$ cat config.mk
export PLATFORM = sky130hd
export DESIGN_NAME = otwk_mix
export DESIGN_NICKNAME = d
export VERILOG_FILES = /design/src/sv/otwk_pkg.sv /design/src/sv/otwk_mix.sv
export SDC_FILE = /design/constraint.sdc
export NUM_CORES = 2
export LEC_CHECK = 0
export ABC_AREA = 1
export BUFFER_PORTS_ARGS = -buffer_cell sky130_fd_sc_hd__buf_2
export CORE_MARGIN = 2
export CORE_UTILIZATION = 30
export DETAILED_ROUTE_END_ITERATION = 8
export GPL_TIMING_DRIVEN = 1
export SKIP_CTS_REPAIR_TIMING = 1
export SLEW_MARGIN = 20
export SYNTH_ARGS = -nofsm -noshare
export SYNTH_HDL_FRONTEND = slang
export SYNTH_SLANG_ARGS = --single-unit
$ cat constraint.sdc
create_clock -name clk -period 6.4 [get_ports clk]
set_input_delay 1.28 -clock clk [delete_from_list [all_inputs] [get_ports clk]]
set_output_delay 1.28 -clock clk [all_outputs]
set_load 0.01 [all_outputs]
$ cat src/sv/otwk_pkg.sv
// otwk_pkg: shared types, widths and constants of the three-wheel kinematics pipeline
// no dependencies; imported by every module of the block
package otwk_pkg;

  // field widths
  localparam int SPEED_W   = 15;
  localparam int HEADING_W = 16;
  localparam int ROT_W     = 4;
  localparam int RPM_W     = 16;
  localparam int DB_W      = 12;
  localparam int GAIN_W    = 16;

  // configuration register indexes
  localparam int CFG_IDX_W = 1;
  localparam logic [CFG_IDX_W-1:0] REG_DEADBAND = 1'd0;
  localparam logic [CFG_IDX_W-1:0] REG_RPM_GAIN = 1'd1;
  localparam int CFG_DATA_W = 16;

  // angle and cordic
  localparam int TURN_BITS      = 24;
  localparam int ANGLE_BITS_DEF = 16;
  localparam int CORDIC_STEPS   = 24;
  localparam int XY_W           = 34;
  localparam int Z_W            = 26;
  localparam int ATAN_W         = 22;
  localparam logic signed [XY_W-1:0] CORDIC_START = 34'sd652032874;

  // q1.15 trig results
  localparam int Q_W    = 16;
  localparam int Q_FRAC = 15;

  // mixing
  localparam int WHEELS    = 3;
  localparam int COMP_W    = 31;
  localparam int SUM_W     = 47;
  localparam int ROT_SHIFT = 27;
  localparam logic signed [15:0] COEF_A = 16'sd19005;
  localparam logic signed [15:0] COEF_B = 16'sd10813;
  localparam logic signed [15:0] COEF_C = 16'sd21955;

  // gain scaling
  localparam int MAG_W     = 46;
  localparam int SPLIT     = 23;
  localparam int PP_W      = 39;
  localparam int TOT_W     = 62;
  localparam int RPM_SHIFT = 48;
  localparam int RHI_W     = TOT_W - RPM_SHIFT;

  typedef struct packed {
    logic signed [SPEED_W-1:0] speed;
    logic [HEADING_W-1:0]      heading;
    logic signed [ROT_W-1:0]   rotation;
  } cmd_t;

  typedef struct packed {
    logic signed [RPM_W-1:0] wheel_one_rpm;
    logic signed [RPM_W-1:0] wheel_two_rpm;
    logic signed [RPM_W-1:0] wheel_three_rpm;
  } wheel_t;

  // sideband carried alongside the cordic rotation
  typedef struct packed {
    logic                      flip;
    logic signed [SPEED_W-1:0] speed;
    logic signed [ROT_W-1:0]   rotation;
  } side_t;

  typedef logic signed [SUM_W-1:0] wsum_t;
  typedef logic signed [RPM_W-1:0] rpm_t;

  // arctangent of 2^-i in 2^-24 turn
  function automatic logic [ATAN_W-1:0] atan_turn(input int unsigned i);
    logic [ATAN_W-1:0] a;
    case (i)
      0:       a = 22'd2097152;
      1:       a = 22'd1238021;
      2:       a = 22'd654136;
      3:       a = 22'd332050;
      4:       a = 22'd166669;
      5:       a = 22'd83416;
      6:       a = 22'd41718;
      7:       a = 22'd20860;
      8:       a = 22'd10430;
      9:       a = 22'd5215;
      10:      a = 22'd2608;
      11:      a = 22'd1304;
      12:      a = 22'd652;
      13:      a = 22'd326;
      14:      a = 22'd163;
      15:      a = 22'd81;
      16:      a = 22'd41;
      17:      a = 22'd20;
      18:      a = 22'd10;
      19:      a = 22'd5;
      20:      a = 22'd3;
      21:      a = 22'd1;
      22:      a = 22'd1;
      default: a = 22'd0;
    endcase
    return a;
  endfunction

endpackage

$ cat src/sv/otwk_mix.sv
// otwk_mix: velocity components, deadband and the fixed 3x3 wheel mixing matrix
// depends on otwk_pkg
module otwk_mix import otwk_pkg::*; (
  input  logic                      clk,
  input  logic                      rst,
  input  logic                      en,
  input  logic                      in_valid,
  input  logic signed [Q_W-1:0]     cos_q,
  input  logic signed [Q_W-1:0]     sin_q,
  input  logic signed [SPEED_W-1:0] speed,
  input  logic signed [ROT_W-1:0]   rotation,
  input  logic [DB_W-1:0]           deadband,
  output logic                      valid,
  output wsum_t                     wsum [WHEELS]
);

  logic [2:0] v;

  // stage 1: components
  logic signed [COMP_W-1:0] x1;
  logic signed [COMP_W-1:0] y1;
  logic signed [ROT_W-1:0]  r1;
  // stage 2: deadband
  logic signed [COMP_W-1:0] x2;
  logic signed [COMP_W-1:0] y2;
  logic signed [ROT_W-1:0]  r2;
  logic signed [COMP_W-1:0] lim;
  // stage 3: coefficient products
  wsum_t pa;
  wsum_t pb;
  wsum_t pc;
  wsum_t pw;

  assign lim = $signed({{(COMP_W-DB_W-Q_FRAC){1'b0}}, deadband, {Q_FRAC{1'b0}}});

  always_ff @(posedge clk) begin
    if (rst) begin
      v     <= '0;
      valid <= 1'b0;
    end else if (en) begin
      v     <= {v[1:0], in_valid};
      valid <= v[2];
    end
  end

  always_ff @(posedge clk) begin
    if (en) begin
      x1 <= COMP_W'(speed) * COMP_W'(cos_q);
      y1 <= COMP_W'(speed) * COMP_W'(sin_q);
      r1 <= rotation;

      x2 <= (x1 < lim && x1 > -lim) ? '0 : x1;
      y2 <= (y1 < lim && y1 > -lim) ? '0 : y1;
      r2 <= r1;

      pa <= SUM_W'(x2) * SUM_W'(COEF_A);
      pb <= SUM_W'(y2) * SUM_W'(COEF_B);
      pc <= SUM_W'(y2) * SUM_W'(COEF_C);
      pw <= (SUM_W'(r2) * SUM_W'(COEF_B)) <<< ROT_SHIFT;

      wsum[0] <= pa - pb + pw;
      wsum[1] <= -pa - pb + pw;
      wsum[2] <= pc + pw;
    end
  end

endmodule

== Word-level counts from Yosys, hierarchy flattened ==
Cells that the tools add are included.

* Add/sub/neg operators: 7
* Multipliers: 6
* Magnitude comparators: 4
* Reduce and logical (&&, ||, !) cells: 2

{| class="wikitable"
|+ Operator list
! operator !! number
|-
| $add 47x47->47 || 3
|-
| $mul 31x16->47 const B || 2
|-
| $sub 47x47->47 || 2
|-
| $gt 31x31->1 || 2
|-
| $lt 31x28->1 || 2
|-
| $mul 15x16->31 || 2
|-
| $neg 47->47 || 1
|-
| $mul 31x15->46 const B || 1
|-
| $neg 27->31 || 1
|-
| $mul 4x15->19 const B || 1
|-
| $logic_and 1x1->1 || 2
|}

* Register bits after elaboration: 438
* Input port bits: 67
* Output and inout port bits: 142
* Word-level logic and storage cells: 34

== Longest topological paths before layout ==
* Depth after elaboration: 3
* Gate-level depth with buffers: 26
* Gate-level depth less buffers: 25

== Worst setup path before layout ==
Ideal clock, no wire load.

* Kind: input to register
* Start point: input cos_q[15]
* End point: register x1[29], data pin
* Library setup time: 0.252 ns
* Arrival time: 6.274 ns
* Required time: 6.148 ns
* Slack: -0.126 ns
* Stages: 19
* Buffers on the path: 1
* Cell sequence: clkbuf_1 nand2_1 inv_1 fa_1 fa_1 inv_1 fa_1 fa_1 fa_1 fa_1 inv_1 ha_1 inv_1 nor3_1 nand2_1 nor4_1 nand2_1 nand3_1 nand2_1

* Cells in the longest elaborated chain, start to end: 1

{| class="wikitable"
|+ Ends and longest elaborated chain
! element !! RTL line !! RTL
|-
| from (decl) || otwk_mix.sv:8 || <nowiki>input logic signed [Q_W-1:0] cos_q,</nowiki>
|-
| $mul 15x16->31 || otwk_mix.sv:48 || <nowiki>x1 <= COMP_W'(speed) * COMP_W'(cos_q);</nowiki>
|-
| to (signal assigned) || otwk_mix.sv:48 ||
|-
| to (decl) || otwk_mix.sv:20 || <nowiki>logic signed [COMP_W-1:0] x1;</nowiki>
|}

Every way passes these cells.
A chain may end at the register's enable or synchronous reset.

== Worst setup path in the final report ==
* Start point: input speed[0]
* End point: register x1[26], data pin

* Cells in the longest elaborated chain, start to end: 1

{| class="wikitable"
|+ Ends and longest elaborated chain
! element !! RTL line !! RTL
|-
| from (decl) || otwk_mix.sv:10 || <nowiki>input logic signed [SPEED_W-1:0] speed,</nowiki>
|-
| $mul 15x16->31 || otwk_mix.sv:48 ||
|}

Every way passes these cells.

==> summary.txt <==
Status -> finished, final reports clean
Async set-reset flop share out of synthesis -> 0%
Crit path cell chain -> buf_2 > buf_4 > nand2_1 > fa_1 > fa_1 > inv_1 > fa_1 > fa_1 > fa_1 > inv_1 > fa_1 > inv_1 > ha_1 > a21oi_1 > a21boi_0 > nor2_1 > o21ai_0 > nand3_1 > nand2_1 > nand2_1
Die Ht -> 505.8 µm
First-pass GRT wire length -> 343600 µm
Seq cells post-synth -> 434
Hold Path Class -> reg2reg
Final #Nets -> 12.08k
Post-synth top area share -> 28.09%
Final Hold Fails -> 0
Setup ws final -> 0.4042 ns
Final setup vio count -> 0
Grt total ovfl -> 0
Htree depth -> 2
Worst-Skew Late Latency -> 0.67 ns
Max-cap violations -> 0
Critical path class -> in2reg
Clock Path Buffers -> 3
Row cnt -> 184
IO Port Bufs -> 208
Final Cycle Share -> 93.68%
Gpl congestion -> 0.9614
Post-layout min period -> 5.996 ns
DRC violations left -> 0
Critical Path AT -> 6.40 ns
Vias -> 59.42k
Register area share after synthesis -> 17.20%
All-Layer GR Usage -> 17.18%
Ys flop type -> edfxtp_1
CP Buf/Inv Count -> 5
Worst Clk Skew -> 0.04512 ns
Vias per inst -> 4.426
Post-synthesis to final-layout area growth -> 12.19%
Top post-synthesis cells by area -> fa_1 (28%), edfxtp_1 (17%), ha_1 (15%)
Post-synth EDFFs -> 430
Post-synth design cell area -> 75540 µm²
Final Max Slew Viols -> 0
Largest net degree at the start of global routing -> 106
Die Wd -> 505.8 µm
Crit-path max FO -> 13
WL/cell -> 16.30 µm
Mapped Cells -> 9555
CTS Buf Count -> 49
Final Routed Wirelength -> 218800 µm
Avg Cell Area, Syn -> 7.906 µm²
Cell taking the most area after synthesis -> fa_1
Met2 GRT Util -> 27.99%
Worst Path Required -> 6.80 ns
R2r setup slk -> 0.55 ns
Met3 usage -> 2.097%
Layout cells sized above 1 -> 6.512%
Reg clk slew, reported paths -> 0.06 ns
Fmax -> 166.8 MHz
Yosys cell types -> 47
Top Usage Layer GRT -> met2
DRT iter0 DRCs -> 3994
Initial antenna violation count -> 18
Pre-Repair DR Iteration Count -> 8
Critical Path Max Stage Delay -> 0.55 ns
Post-synth net total -> 11.60k
Slowest CP cell -> fa_1
Final setup TNS -> 0 ns
I/O Pins -> 209
Slew @ Worst Pin -> 0.8384 ns
Core Box Area -> 250900 µm²
Critical path launch point type -> primary input
DP Worst Slack -> -0.2795 ns
RSZ-0062 raised after global routing -> no
Number of clock sinks -> 434
Root buffer cell -> clkbuf_16
Most Frequent Cell on Critical Path -> fa_1
Most common cell in the netlist -> inv_1
CTS tree -> built
Max_slew headroom -> 44.11%
Detail Route Antenna Nets -> 0
DIE AREA -> 255800 µm²
Post-DP HPWL -> 195600 µm
Synth Warn # -> 0
Vias in the first global route -> 60.66k
Delay-heaviest family, CP -> adder cells
CP Capture Type -> register
Met1 Track Usage GR -> 24.56%
Synth top cells by count -> inv_1 (2846), nand2_1 (2390), fa_1 (1060), ha_1 (913), nor2_1 (558)
Initial Util -> 30.10%
[metal layers]
layer / share of wire, % / up-vias
met4: 1.9 / 10
met2: 45 / 1504
met3: 5.6 / 226
li1: - / 29280
met1: 48 / 28400
met5: 0.027 / -
[worst reg2reg max path: stages, from the launching register on]
cell and delay [ns]:
edfxtp_1 0.71, inv_1 0.26, fa_1 0.58, inv_1 0.05, fa_1 0.46, ha_1 0.30, inv_1 0.05, fa_1 0.54
inv_1 0.07, fa_1 0.47, inv_1 0.05, fa_1 0.50, inv_1 0.04, ha_1 0.38, nand2_1 0.14, nor2_1 0.29
nand2_1 0.12, nor2_1 0.17, nand3_1 0.17, nand4_1 0.13, nand2_1 0.12
[flip-flops by register name, summed over array words and instances, names as in the netlist]
| signal | cells |
|---|---|
| x1 | 31 |
| x2 | 31 |
| y2 | 31 |
| v | 3 |
| r2 | 4 |
| pb | 46 |
| pc | 46 |
| valid | 1 |
| r1 | 4 |
| pa | 47 |
| wsum | 140 |
| y1 | 31 |
| pw | 19 |
[layout make-up]
class,instances,area [µm²]
clock inverters,35,467.9
diodes,2,5.005
multi-input cells,6186,51510
inverters,2849,10690
clock buffers,54,1245
fillers,26720,166200
flip-flops and latches,434,12990
well taps,3348,4189
repair buffers,516,3651
[logic make-up (layout without fill, tap and decap cells)]
group / count (synthesis) / after routing / synth area share [%]
other cells: 0 / 2 / 0
mux: 1 / 1 / 0.01325
buf+inv: 2935 / 3454 / 14.64
simple gates: 3456 / 3456 / 18.44
flops: 434 / 434 / 17.20
fa+ha+maj: 1973 / 1973 / 43.21
xor+xnor: 243 / 243 / 2.817
compound gates: 513 / 513 / 3.685
[placed cells by master, fill, tap and decap left out, drive strengths merged]
| master | count |
|---|---|
| nand3b | 9 |
| nor3 | 49 |
| bufinv | 8 |
| nand4 | 101 |
| inv | 2858 |
| nand3 | 279 |
| edfxtp | 430 |
| o211ai | 5 |
| buf | 516 |
| o31ai | 1 |
| and3 | 2 |
| dfxtp | 4 |
| and2 | 12 |
| clkinvlp | 2 |
| a21o | 14 |
| mux2i | 1 |
| nand2b | 3 |
| xnor2 | 79 |
| a21oi | 324 |
| diode | 2 |
| nor4 | 11 |
| clkinv | 16 |
| o21ai | 109 |
| clkbuf | 54 |
| or2 | 13 |
| nor3b | 2 |
| o21a | 6 |
| a211oi | 1 |
| nand2 | 2400 |
| o21bai | 42 |
| o2111ai | 2 |
| xor2 | 164 |
| a21boi | 5 |
| a31oi | 4 |
| ha | 913 |
| fa | 1060 |
| nor2 | 575 |
[per-stage QoR]
| step | cells | hold WS, ns | util, % | area (µm²) |
|---|---|---|---|---|
| 5_1_grt | 13420 | 0.4256 | 33.77 | 84750 |
| 2_1_floorplan | 9555 | 0.4003 | - | 75550 |
| 4_1_cts | 13420 | 0.4193 | 33.77 | 84740 |
| 6_report | 13420 | 0.4153 | 33.77 | 84750 |
| 3_5_place_dp | 13330 | 0.4045 | 33.09 | 83030 |
| 3_3_place_gp | 13330 | 0.4018 | 33.09 | 83030 |
[path summary, 6_finish.rpt]
path / cells past startpoint / endpoint / start
worst max-delay path: 20 / x1[26] / speed[0]
worst min-delay path: 0 / wsum[3] / pc[3]
worst max register to register: 20 / pb[40] / y2[23]
worst min register to register: 0 / wsum[3] / pc[3]
Power is not shown: default switching activity piles up to over one toggle a cycle in this logic, so the estimate is an artifact.
